[config.mk]
export PLATFORM = sky130hd
export DESIGN_NAME = sliding_window_maximum_flat
export DESIGN_NICKNAME = d
export VERILOG_FILES = /design/src/design/swm_pkg.sv /design/src/design/swm_if.sv /design/src/design/sliding_window_maximum.sv /design/src/design/swm_cell.sv /design/src/flat_wrapper.sv
export VERILOG_INCLUDE_DIRS = /design/src /design/src/design
export SDC_FILE = /design/constraint.sdc
export NUM_CORES = 1
export LEC_CHECK = 0
export CAP_MARGIN = 25
export CORE_ASPECT_RATIO = 1.75
export CORE_MARGIN = 8
export CORE_UTILIZATION = 50
export DETAILED_ROUTE_END_ITERATION = 12
export DONT_BUFFER_PORTS = 1
export HOLD_SLACK_MARGIN = 0.12
export MAX_ROUTING_LAYER = met4
export SLEW_MARGIN = 20
export SYNTH_ARGS = -nofsm -noshare
export SYNTH_HDL_FRONTEND = slang
export SYNTH_SLANG_ARGS = --single-unit
[constraint.sdc]
create_clock -name clk -period 28.9 [get_ports clk]
set_clock_uncertainty 0.05 [all_clocks]
set_input_delay 1.445 -clock clk [delete_from_list [all_inputs] [get_ports clk]]
set_output_delay 1.445 -clock clk [all_outputs]
set_load 0.02 [all_outputs]
[src/design/assert_macros.svh]
// Assertion macros shared by the sliding window maximum RTL.
// Each macro samples on clk and is disabled while rst is high.
`ifndef ASSERT_MACROS_SVH
`define ASSERT_MACROS_SVH

// Property that must hold at every clock edge out of reset.
`define SWM_ASSERT_ALWAYS(lbl, expr) \
  lbl: assert property (@(posedge clk) disable iff (rst) (expr)) \
    else $error("assertion failed");

// Consequent must hold in the same cycle as the antecedent.
`define SWM_ASSERT_SAME(lbl, ante, cons) \
  lbl: assert property (@(posedge clk) disable iff (rst) (ante) |-> (cons)) \
    else $error("assertion failed");

// Consequent must hold in the cycle after the antecedent.
`define SWM_ASSERT_NEXT(lbl, ante, cons) \
  lbl: assert property (@(posedge clk) disable iff (rst) (ante) |=> (cons)) \
    else $error("assertion failed");

`endif

[src/design/swm_pkg.sv]
// Package for the sliding window maximum block: widths, limits and shared types.
// No dependencies; the interfaces and the RTL modules refer to it by scoped names.
package swm_pkg;

  localparam int MAX_WINDOW  = 16;
  localparam int SAMPLE_BITS = 16;
  localparam int POS_BITS    = 16;
  localparam int LEN_BITS    = 5;

  typedef logic signed [SAMPLE_BITS-1:0] sample_t;
  typedef logic [POS_BITS-1:0]           pos_t;
  typedef logic [LEN_BITS-1:0]           len_t;

  // One deque entry as held by a cell.
  typedef struct packed {
    sample_t value;
    pos_t    pos;
  } entry_t;

  // Control and data broadcast from the top level to every cell.
  typedef struct packed {
    logic    en;
    logic    clear;
    logic    shift;
    sample_t sample;
    entry_t  fresh;
  } cell_ctrl_t;

endpackage

[src/design/swm_if.sv]
// Channel interfaces for the sliding window maximum block.
// Depends on swm_pkg for the payload types.
interface swm_in_if;
  logic                valid;
  logic                ready;
  swm_pkg::sample_t    sample;
  logic                last_sample;
  modport source(output valid, sample, last_sample, input ready);
  modport sink(input valid, sample, last_sample, output ready);
endinterface

interface swm_out_if;
  logic                valid;
  logic                ready;
  swm_pkg::sample_t    window_max;
  swm_pkg::pos_t       window_end;
  logic                last_window;
  modport source(output valid, window_max, window_end, last_window, input ready);
  modport sink(input valid, window_max, window_end, last_window, output ready);
endinterface

interface swm_cfg_if;
  logic                valid;
  logic                ready;
  swm_pkg::len_t       data;
  modport source(output valid, data, input ready);
  modport sink(input valid, data, output ready);
endinterface

[src/design/sliding_window_maximum.sv]
// Sliding window maximum: a row of deque cells updated in parallel per sample.
// Each result is registered in the cycle after its sample transfer; one sample per
// cycle is taken while no result is stalled, set by the single compare-and-shift step
// across the cell row. Reset (synchronous) empties the deque, sets the window length
// to 3 and the position to zero; no clearing pass. Depends on swm_pkg, swm_if, swm_cell.
`include "assert_macros.svh"

module sliding_window_maximum (
  input  logic  clk,
  input  logic  rst,
  swm_cfg_if.sink    cfg,
  swm_in_if.sink     samples,
  swm_out_if.source  results
);

  localparam int N = swm_pkg::MAX_WINDOW;

  swm_pkg::len_t       window_len;
  swm_pkg::pos_t       position;
  logic                wrapped;
  logic                out_valid;
  swm_pkg::sample_t    out_max;
  swm_pkg::pos_t       out_end;
  logic                out_last;

  swm_pkg::cell_ctrl_t ctrl;
  swm_pkg::entry_t     cell_entry [N];
  swm_pkg::entry_t     ext_entry [N+1];
  logic [N-1:0]        valid_bits;
  logic [N-1:0]        surv_bits;
  logic [N:0]          surv_ext;

  logic                accept;
  swm_pkg::pos_t       win_k;
  swm_pkg::pos_t       age;
  logic                shift;
  logic                emit;
  swm_pkg::sample_t    front_value;

  assign cfg.ready     = 1'b1;
  assign samples.ready = !out_valid || results.ready;
  assign accept        = samples.valid && samples.ready;

  always_ff @(posedge clk) begin
    if (rst) begin
      window_len <= swm_pkg::len_t'(3);
    end else if (cfg.valid) begin
      window_len <= cfg.data;
    end
  end

  // Clamp the configured length into one to the deque depth.
  always_comb begin
    priority if (window_len == '0) begin
      win_k = swm_pkg::pos_t'(1);
    end else if (swm_pkg::pos_t'(window_len) > swm_pkg::pos_t'(N)) begin
      win_k = swm_pkg::pos_t'(N);
    end else begin
      win_k = swm_pkg::pos_t'(window_len);
    end
  end

  assign age   = position - cell_entry[0].pos;
  // The front leaves when it has aged out, or when the row would overflow.
  assign shift = surv_bits[0] && ((age >= win_k) || surv_bits[N-1]);
  assign emit  = wrapped || ({1'b0, position} + 17'd1 >= {1'b0, win_k});

  assign ctrl.en           = accept;
  assign ctrl.clear        = samples.last_sample;
  assign ctrl.shift        = shift;
  assign ctrl.sample       = samples.sample;
  assign ctrl.fresh.value  = samples.sample;
  assign ctrl.fresh.pos    = position;

  assign surv_ext = {1'b0, surv_bits};

  genvar i;
  generate
    for (i = 0; i < N; i++) begin : g_cell
      assign ext_entry[i] = cell_entry[i];
      swm_cell u_cell (
        .clk         (clk),
        .rst         (rst),
        .ctrl        (ctrl),
        .left_surv   ((i == 0) ? 1'b1 : surv_ext[(i == 0) ? 0 : i-1]),
        .right_entry (ext_entry[i+1]),
        .right_surv  (surv_ext[i+1]),
        .entry       (cell_entry[i]),
        .valid       (valid_bits[i]),
        .surv        (surv_bits[i])
      );
    end
  endgenerate
  assign ext_entry[N] = ctrl.fresh;

  // Front of the deque after this sample has been applied.
  always_comb begin
    if (shift) begin
      front_value = surv_ext[1] ? ext_entry[1].value : samples.sample;
    end else begin
      front_value = surv_ext[0] ? ext_entry[0].value : samples.sample;
    end
  end

  always_ff @(posedge clk) begin
    if (rst) begin
      position <= '0;
      wrapped  <= 1'b0;
    end else if (accept) begin
      if (samples.last_sample) begin
        position <= '0;
        wrapped  <= 1'b0;
      end else begin
        position <= position + swm_pkg::pos_t'(1);
        if (position == '1) begin
          wrapped <= 1'b1;
        end
      end
    end
  end

  always_ff @(posedge clk) begin
    if (rst) begin
      out_valid <= 1'b0;
    end else if (accept) begin
      out_valid <= emit;
    end else if (results.ready) begin
      out_valid <= 1'b0;
    end
  end

  always_ff @(posedge clk) begin
    if (accept && emit) begin
      out_max  <= front_value;
      out_end  <= position;
      out_last <= samples.last_sample;
    end
  end

  assign results.valid       = out_valid;
  assign results.window_max  = out_max;
  assign results.window_end  = out_end;
  assign results.last_window = out_last;

  `SWM_ASSERT_ALWAYS(a_thermometer, ((valid_bits + 1'b1) & valid_bits) == '0)
  `SWM_ASSERT_NEXT(a_last_clears, accept && samples.last_sample, valid_bits == '0)
  `SWM_ASSERT_NEXT(a_emit_shows, accept && emit, results.valid)
  `SWM_ASSERT_SAME(a_stall_blocks, results.valid && !results.ready, !samples.ready)

endmodule

[src/design/swm_cell.sv]
// One deque cell: holds a single entry and its valid bit.
// Depends on swm_pkg; instantiated in a row by sliding_window_maximum.
module swm_cell (
  input  logic                clk,
  input  logic                rst,
  input  swm_pkg::cell_ctrl_t ctrl,
  input  logic                left_surv,
  input  swm_pkg::entry_t     right_entry,
  input  logic                right_surv,
  output swm_pkg::entry_t     entry,
  output logic                valid,
  output logic                surv
);

  logic            valid_next;
  swm_pkg::entry_t entry_next;

  // An entry survives when it is strictly greater than the incoming sample.
  assign surv = valid && (entry.value > ctrl.sample);

  always_comb begin
    valid_next = valid;
    entry_next = entry;
    if (ctrl.en) begin
      if (ctrl.clear) begin
        valid_next = 1'b0;
      end else if (ctrl.shift) begin
        // The front leaves, so every survivor moves one place towards the front.
        valid_next = right_surv || surv;
        entry_next = right_surv ? right_entry : ctrl.fresh;
      end else begin
        valid_next = surv || left_surv;
        entry_next = surv ? entry : ctrl.fresh;
      end
    end
  end

  always_ff @(posedge clk) begin
    if (rst) begin
      valid <= 1'b0;
    end else begin
      valid <= valid_next;
    end
  end

  always_ff @(posedge clk) begin
    entry <= entry_next;
  end

endmodule

[src/flat_wrapper.sv]
// flat-port wrapper written by rule: the top's interface ports become plain ports
module sliding_window_maximum_flat 
  (clk, rst, cfg_valid, cfg_data, cfg_ready, samples_valid, samples_sample, samples_last_sample, samples_ready, results_valid, results_window_max, results_window_end, results_last_window, results_ready);
  swm_cfg_if cfg_i ();
  swm_in_if samples_i ();
  swm_out_if results_i ();
  input  logic clk;
  input  logic rst;
  input wire logic [$bits(cfg_i.valid)-1:0] cfg_valid;
  input wire logic [$bits(cfg_i.data)-1:0] cfg_data;
  output wire logic [$bits(cfg_i.ready)-1:0] cfg_ready;
  input wire logic [$bits(samples_i.valid)-1:0] samples_valid;
  input wire logic [$bits(samples_i.sample)-1:0] samples_sample;
  input wire logic [$bits(samples_i.last_sample)-1:0] samples_last_sample;
  output wire logic [$bits(samples_i.ready)-1:0] samples_ready;
  output wire logic [$bits(results_i.valid)-1:0] results_valid;
  output wire logic [$bits(results_i.window_max)-1:0] results_window_max;
  output wire logic [$bits(results_i.window_end)-1:0] results_window_end;
  output wire logic [$bits(results_i.last_window)-1:0] results_last_window;
  input wire logic [$bits(results_i.ready)-1:0] results_ready;
  assign cfg_i.valid = cfg_valid;
  assign cfg_i.data = cfg_data;
  assign cfg_ready = cfg_i.ready;
  assign samples_i.valid = samples_valid;
  assign samples_i.sample = samples_sample;
  assign samples_i.last_sample = samples_last_sample;
  assign samples_ready = samples_i.ready;
  assign results_valid = results_i.valid;
  assign results_window_max = results_i.window_max;
  assign results_window_end = results_i.window_end;
  assign results_last_window = results_i.last_window;
  assign results_i.ready = results_ready;
  sliding_window_maximum u_core (.clk(clk), .rst(rst), .cfg(cfg_i), .samples(samples_i), .results(results_i));
endmodule
# Word-level counts from Yosys, hierarchy flattened
# Cells that the tools add are included.
[classes] bitwise_logic=1 n_eq_ne=2 n_addsub=3 n_reduce_logical=44 n_mux=74 order_cmp=19
[ops] cell="2-to-1 mux 32 bit" n=32
[ops] cell="> comparator 16 bit" n=16
[ops] cell="2-to-1 mux 16 bit" n=5
[ops] cell="2-to-1 mux 1 bit" n=36
[ops] cell="logical AND 1 bit" n=19
[ops] cell="logical OR 1 bit" n=18
[ops] cell="adder 16 x 1 -> 17 bit (second input constant)" n=1
[ops] cell=">= comparator 17 x 16 -> 1 bit" n=1
[ops] cell="adder 16 x 1 -> 16 bit (second input constant)" n=1
[ops] cell="equality test 16 bit (second input constant)" n=1
[ops] cell=">= comparator 16 bit" n=1
[ops] cell="subtractor 16 bit" n=1
[ops] cell="> comparator 5 bit (second input constant)" n=1
[ops] cell="logical NOT 5 bit" n=1
[ops] cell="2-to-1 mux 5 bit" n=1
[ops] cell="AND reduction 2 bit" n=2
[ops] cell="nonzero test 2 bit" n=2
[ops] cell="AND reduction 3 bit" n=1
[ops] cell="!= test 2 x 1 -> 1 bit (second input constant)" n=1
[ops] cell="logical NOT 1 bit" n=1
[ops] cell="inverter 1 bit" n=1
[totals] reg_bits=584 word_cells=198 output_inout_bits=36

# Logic depth before layout (Yosys ltp)
# Gate-level depths: netlist of the first run.
[depth] word_depth=8 depth_mapped=20 ltp_nobuf=14

# Hierarchy
# From an unflattened synthesis of the first run, not the netlist that was laid out.
[unflattened] cells_unflattened=2642 area_unflattened_um2=33936.3
[modules_own_cells] module="swm_cell at u_core.g_cell[0].u_cell ..." n_inst=11 cells_per_inst=135 seq_area_each_um2=980.9 area_each_um2=1870.5
[modules_own_cells] module="swm_cell at u_core.g_cell[5].u_cell ..." n_inst=5 cells_per_inst=136 seq_area_each_um2=980.9 area_each_um2=1826.8
[modules_own_cells] module="sliding_window_maximum" n_inst=1 cells_per_inst=477 seq_area_each_um2=1451.4 area_each_um2=4226.6

# Least setup slack after synthesis of the first run
# Ideal clock, no wire load.
[synth_path] kind="input -> register" start="input port results_ready" end="register u_core.position[6]" n_path_buf=1 arrival_time_ns=14.778 slack_ns=13.944 required_time_ns=28.722 stages=8 setup_time_ns=0.128 path_cell_list="nand2b_1 > and2_1 > clkbuf_1 > nand2b_1 > clkinv_1 > and3_1 > a21oi_1 > nor2_1"
[synth_via] elab_chain_len=2
[synth_rtl] item="start: declaration" line="flat_wrapper.sv:20" source="input wire logic [$bits(results_i.ready)-1:0] results_ready;"
[synth_rtl] item="logical OR 1 bit" line="sliding_window_maximum.sv:41" source="assign samples.ready = !out_valid || results.ready;"
[synth_rtl] item="logical AND 1 bit" line="sliding_window_maximum.sv:42" source="assign accept = samples.valid && samples.ready;"
[synth_rtl] item="end signal: assignment" line="sliding_window_maximum.sv:114" source="position <= position + swm_pkg::pos_t'(1);"
[synth_rtl] item="end: declaration" line="sliding_window_maximum.sv:19" source="swm_pkg::pos_t position;"
# No other way between the ends.
# A chain may end at the register's enable or synchronous reset.

# Final worst setup path of the first run
[layout_path] start="register u_core.position[0]" end="register u_core.g_cell[7].u_cell.entry[25] in the netlist's numbering, data pin"
[layout_via] elab_chain_len=5
[layout_rtl] item="subtractor 16 bit" line="sliding_window_maximum.sv:63" source="assign age = position - cell_entry[0].pos;"
[layout_rtl] item=">= comparator 16 bit" line="sliding_window_maximum.sv:65" source="assign shift = surv_bits[0] && ((age >= win_k) || surv_bits[N-1]);"
[layout_rtl] item="logical OR 1 bit" line="sliding_window_maximum.sv:65"
[layout_rtl] item="logical AND 1 bit" line="sliding_window_maximum.sv:65"
[layout_rtl] item="2-to-1 mux 32 bit" line="swm_cell.sv:27" source="end else if (ctrl.shift) begin"
[layout_rtl] item="end signal: assignment" line="swm_cell.sv:47" source="entry <= entry_next;"
[layout_rtl] item="end: declaration" line="swm_cell.sv:10" source="output swm_pkg::entry_t entry,"
# No other way between the ends.

==> out/metrics.yaml, run 1 <==
cells_and_area:
  drive_gt1_share_pct: 8.69
  final_cells: 4694
  nFillCells: 6995
  area_growth_pct: 6.49
  multi_input_area_mm2: 0.0199
  layout.nets: 3922
  seq_area_mm2: 0.0171
route:
  route.detailed.drc: 0
  num_vias: 34300
  ant_nets: 0
  viasPerCell: 7.31
  dr.pass1.iters: 5
  post_drt_wl_per_cell_um: 30.9
  wl_um: 145000
  dr.first_iter.drc_count: 3347
yosys:
  syn_nets: 4174
  ys_seq_elements: 584
  seq_area_frac_synth_pct: 43.7
  synth_xor_area_share_pct: 0.245
  synth_top_area_share_pct: 41.7
  ys.flop_type: "edfxtp_1"
  synth_simple_gate_area_share_pct: 12.0
  synth_compound_area_share_pct: 26.3
  avgSynthCellArea_um2: 10.2
  synth_area_leader_cell: "edfxtp_1"
  yosysWarnings: 0
  synthMuxAreaShare_pct: 2.42
  yosys.area_share.adder_pct: 9.04
  yosys-top-cells-area: "edfxtp_1 42%, ha_1 9.0%, a311oi_1 4.7%"
  ys_types: 79
  synth_top_family_by_area: "compound AO/OA/AOI/OAI gates"
  synth-async-reset-ratio_pct: 0
  synth_edf_count: 545
  syn_inst: 3864
  syn_area_mm2: 0.0393
die:
  num_rows: 136
  design.core.area_mm2: 0.0781
  die_h_um: 387
  ios: 63
  die_x_um: 228
  initial_core_util_pct: 50.3
  die_area_mm2: 0.0881
clock_tree:
  clkSlewWorstSetupHoldPaths_ns: 0.07
  cts.sinks: 584
  cts_tree: "built"
  clk_latency_ns: 0.66
  cts_resized: 0
  h-tree-depth: 2
  clock_path_buffers: 3
  cts_made_buffers: 59
  postCtsHoldBufs: 0
  clockRootBuffer: "clkbuf_16"
  post-cts-setup-buffers: 0
global_routing:
  grt_start_max_net_pins: 206
  antenna_found_initial: 0
  grt_pass1_vias: 33900
  grt_overflow_total: 0
  grt_pass1_wl_um: 217000
  grt_usage_pct: 32.5
power:
  p_leak_uw: 0.0143
  vdd_ir_drop_max_v: 0.0000416
  p_per_area_mw_per_mm2: 47.3
timing:
  slew_headroom_pct: 19.9
  setup_viol: 0
  fin_crit_sh_pct: 24.6
  worst_pin_slew_ns: 1.20
  tns_ns: 0
  slew_viol_final: 0
  finalHoldViolCount: 0
  rsz0062_at_grt: "no"
  min_period_ns: 7.11
  fmax_mhz: 141
  setup_slack_ns: 21.79
placement:
  io_buffers: 0
  routabilityCongestion: 0.901
  dp_slack_ns: 21.81
  placed_cells: 4581
  dpl.hpwl_um: 92900
setup_path:
  setup.worst_path.end_class: "flop"
  crit_type: "flop to flop"
  worstPathMaxFanout: 188
  cp.required_ns: 29.32
  worstPathArrival_ns: 7.53
  start_kind: "flop"
run_status:
  status: "finished clean"
run:
  maxCapViolations: 0
hold_path:
  hp-class: "flop to flop"
==> cell usage in the layout (no fill, tap or decap), types with 10 or more instances in the layout <==
master,n
a31oi_1,67
nor3_1,97
clkinv_2,11
or3_1,50
edfxtp_1,545
a211oi_1,239
and2_1,10
inv_1,199
nor4_1,100
nand3_1,54
o211ai_1,72
buf_4,105
mux2_2,64
a311oi_1,208
clkbuf_16,59
nand2b_1,50
o22ai_1,19
and4_1,15
ha_1,282
mux2i_1,23
and3_1,20
nor2b_1,25
dfxtp_1,39
or4_1,62
nor2_1,190
o21a_1,26
o311a_1,142
a21o_1,77
a21oi_1,215
clkbuf_1,21
nand4_1,73
a22oi_1,12
a221oi_1,88
nand2_1,72
o21ai_0,159
==> layout make-up <==
type	count	share of cell area, %
Antenna cell	1	0.00598
Clock buffer	83	3.82
Clock inverter	24	0.380
Inverter	200	1.81
Multi-Input combinational cell	2654	47.6
Sequential cell	584	41.0
Tap cell	1035	3.10
Timing Repair Buffer	113	2.32
==> cell families after synthesis <==
family                   Yosys count
flip-flops                       584
adder cells (fa/ha/maj)          283
multiplexers                      87
AND/OR/NAND/NOR                  862
XOR/XNOR                          11
AO/OA/AOI/OAI                   1410
other                              1
buffers and inverters            626
==> cell usage after synthesis, types with 55 or more instances <==
master,number
a21oi_1,218
o21ai_0,160
a221oi_1,88
o211ai_1,72
mux2_2,64
nand3_1,55
a311oi_1,210
o311a_1,142
nor3_1,104
ha_1,282
buf_2,85
edfxtp_1,545
inv_1,199
a21o_1,77
or4_1,63
nor4_1,100
nand2_1,73
nor2_1,197
nand4_1,73
a31oi_1,67
a211oi_1,239
clkbuf_1,324
==> report_power, final <==
group          internal, uW  switching [uW]  leakage [uW]
Combinational          72.4             152       0.00797
Clock                   393             357      0.000858
Sequential              972            33.8       0.00551
Total                  1440             543        0.0143
==> metal layers <==
layer | global-route usage, % | wire, um
met5 | - | 0
met4 | 20.6 | 10900
met3 | 3.32 | 8750
met1 | 37.3 | 53400
met2 | 54.2 | 72000
==> worst max-delay path: stages, from the launching register on <==
cell	delay, ns
dfxtp_1	0.31
inv_1	0.59
ha_1	0.29
inv_1	0.06
fa_1	0.40
a21o_1	0.24
a21oi_1	0.19
xnor2_1	0.09
ha_1	0.23
a2111oi_0	0.32
o31ai_1	0.14
or4_4	0.48
nor4_4	0.31
buf_12	0.59
buf_4	0.76
buf_4	0.80
o21ai_4	0.43
a311oi_1	0.43
==> stage by stage <==
step	hold WS, ns	total power, uW	cell area (um2)	utilization, %
after detailed placement	0.463	1240	39900	51.1
after global routing	0.503	2040	41800	53.5
after global placement	0.457	1230	39900	51.1
after CTS	0.477	1980	41700	53.4
final	0.478	1980	41800	53.5
after floorplan	0.356	1180	39300	-
==> state kept, by name (all words and copies together), names as in the netlist <==
| register | flops |
|---|---|
| u_core.g_cell.u_cell.valid | 16 |
| u_core.results.window_max | 16 |
| u_core.results.window_end | 16 |
| u_core.wrapped | 1 |
| u_core.g_cell.u_cell.entry | 512 |
| u_core.results.valid | 1 |
| u_core.window_len | 5 |
| u_core.position | 16 |
| u_core.results.last_window | 1 |
==> path summary, 6_finish.rpt <==
kind	start	to	slack [ns]	depth (start not counted)
min reg2reg	u_core.g_cell[10].u_cell.valid	u_core.g_cell[10].u_cell.valid	0.48	2
max reg2reg	u_core.position[0]	u_core.g_cell[7].u_cell.entry[25]	21.79	17
min	u_core.g_cell[10].u_cell.valid	u_core.g_cell[10].u_cell.valid	0.48	2
max	u_core.position[0]	u_core.g_cell[7].u_cell.entry[25]	21.79	17
No activity file was read; power rests on OpenSTA's default activity.
==> run 2: changes to the inputs <==
==> constraint.sdc (replaced) <==
create_clock -name clk -period 6.9 [get_ports clk]
set_clock_uncertainty 0.05 [all_clocks]
set_input_delay 0.345 -clock clk [delete_from_list [all_inputs] [get_ports clk]]
set_output_delay 0.345 -clock clk [all_outputs]
set_load 0.02 [all_outputs]
==> out/metrics.yaml, run 2 (same netlist as run 1, synthesis figures left out) <==
power:
  p_per_area_mw_per_mm2: 200  # +320%
  p_leak_uw: 0.0147  # +2.4%
  vdd_ir_drop_max_v: 0.000307  # +640%
  total_power_uw: 8530  # +330%
route:
  wl_met1_um: 52200  # -2.3%
  ant_nets: 0  # unchanged
  met3RoutedLength_um: 8710  # -0.41%
  routed-wl-met2_um: 71300  # -1.0%
  top_layer: "met4"
  num_vias: 34500  # +0.54%
  dr.first_iter.drc_count: 3505  # +4.7%
  dr.pass1.iters: 6  # +1
  viasPerCell: 7.26  # -0.71%
  wl_um: 144000  # -0.79%
  post_drt_wl_per_cell_um: 30.3  # -2.0%
  route.detailed.drc: 0  # unchanged
timing:
  fmax_mhz: 175
  fin_crit_sh_pct: 82.8
  tns_ns: 0  # unchanged
  setup_slack_ns: 1.19  # -20.60 ns
  min_period_ns: 5.71
  finalHoldViolCount: 0  # unchanged
  setup_viol: 0  # unchanged
  rsz0062_at_grt: "no"
  worst_pin_slew_ns: 1.20  # -0.00298 ns
  hold_ws_ns: 0.155  # -0.323 ns
  slew_headroom_pct: 19.8  # -0.065 points
  slew_viol_final: 0  # unchanged
hold_path:
  hp-class: "input pin to flop"
global_routing:
  antenna_found_initial: 4  # +4
  grt_pass1_wl_um: 215000  # -1.3%
  grt_pass1_vias: 34100  # +0.50%
  grt_start_max_net_pins: 181  # -12%
  grt_usage_pct: 32.0  # -0.50 points
  grt_overflow_total: 0  # unchanged
clock_tree:
  h-tree-depth: 2  # unchanged
  clk_latency_ns: 0.66  # about the same
  post-cts-setup-buffers: 0  # unchanged
  cts.sinks: 584  # unchanged
  cts_tree: "built"
  clockRootBuffer: "clkbuf_16"
  clkSlewWorstSetupHoldPaths_ns: 0.06  # about the same
  cts_made_buffers: 58  # -1.7%
  clock_path_buffers: 3  # unchanged
die:
  die_area_mm2: 0.0881  # unchanged
  ios: 63  # unchanged
  die_h_um: 387  # unchanged
  initial_core_util_pct: 50.3  # unchanged
  design.core.area_mm2: 0.0781  # unchanged
  num_rows: 136  # unchanged
  die_x_um: 228  # unchanged
cells_and_area:
  regMostFlops: "u_core.g_cell.u_cell.entry"
  drive_gt1_share_pct: 9.35  # +0.65 points
  layout.nets: 3975  # +1.4%
  area_growth_pct: 8.33
  largest_reg_flops: 512  # unchanged
  final_common_cell: "edfxtp_1"
  final_cell_mix: "545 x edfxtp_1, 282 x ha_1, 239 x a211oi_1"
setup_path:
  crit_buf_inv: 3  # -2
  crit_top_cell: "nand3_1"
  start_kind: "input pin"
  critPathMaxStageDelay_ns: 1.12  # +0.32 ns
  slowest_stage: "dlygate4sd3_1"
  crit_type: "input pin to flop"
  critPathTopFamily: "simple AND/OR/NAND/NOR gates"
  worstPathMaxFanout: 61  # -68%
  setup.worst_path.end_class: "flop"
  worstPathArrival_ns: 6.11  # -1.42 ns
  cp.required_ns: 7.30  # -22.02 ns
  path_cells: "dlygate4sd3_1, inv_1, ha_1, a21o_1, nand3_1, a21oi_1, or4b_2, nand2_1, or4_4, buf_4, nand3_1, a311oi_1"
run:
  maxCapViolations: 0  # unchanged
placement:
  routabilityCongestion: 0.916  # +1.7%
  io_buffers: 0  # unchanged
  dpl.hpwl_um: 91500  # -1.6%
  dp_slack_ns: 1.79  # -20.01 ns
run_status:
  status: "finished clean"
run 2: cell types whose count changed in the layout (fill, tap and decap cells not counted), moves of 2 or more:
cell / change
dlygate4sd3_1: +33
buf_4: +15
clkbuf_1: -9
buf_12: +7
bufinv_16: +5
diode_2: +4
clkinv_2: +3
clkbuf_16: +2
clkbuf_8: -2
clkinv_1: +2
nor2_2: +2
run 2: routing by layer:
metal,vias up,track usage (%)
met5,-,-
met4,0,21.9
met3,574,3.94
met2,1576,53.4
met1,17100,35.6
li1,15300,-
run 2: power by group:
group	internal, uW	switching (uW)
clock network	1840	1480
registers	4070	139
logic	322	670
total	6230	2290
run 2: area by class of cell:
type	instances	area [um2]
Tap cell	1035	1290
Inverter	200	777
Fill cell	6815	35600
Sequential cell	584	17100
Antenna cell	5	12.5
Clock buffer	74	1590
Timing Repair Buffer	167	1530
Multi-Input combinational cell	2654	19900
Clock inverter	34	318
run 2: what timing repair did:
item	4_1_cts	5_1_grt
hold endpoints to repair	149	0
hold buffers	34	0
resized for setup	0	0
run 2: path summary, 6_finish.rpt:
check,slack (ns),depth (start not counted),end,from
worst max-delay path,1.19,12,u_core.g_cell[10].u_cell.entry[0],samples_sample[9]
worst min-delay path,0.16,2,u_core.g_cell[0].u_cell.entry[24],samples_sample[8]
worst max register to register,1.73,11,u_core.g_cell[10].u_cell.entry[0],u_core.position[1]
worst min register to register,0.49,2,u_core.g_cell[7].u_cell.valid,u_core.g_cell[7].u_cell.valid
run 2: per-stage QoR:
stage               instances  utilization, %  instance area [um2]
floorplan                3864               -                39300
global placement         4599            51.4                40100
detailed placement       4603            51.5                40200
CTS                      4745            54.4                42500
global route             4750            54.5                42500
finish                   4753            54.5                42500
run 2: worst reg2reg max path: stages, from the launching register on:
cell and delay, ns:
dfxtp_1 0.36, buf_4 0.36, ha_1 0.30, nor2b_1 0.14, o31a_1 0.34, o31ai_1 0.51, a21boi_0 0.19, o211ai_1 0.37
or4_4 0.83, buf_4 0.42, nand3_1 0.60, a311oi_1 0.52
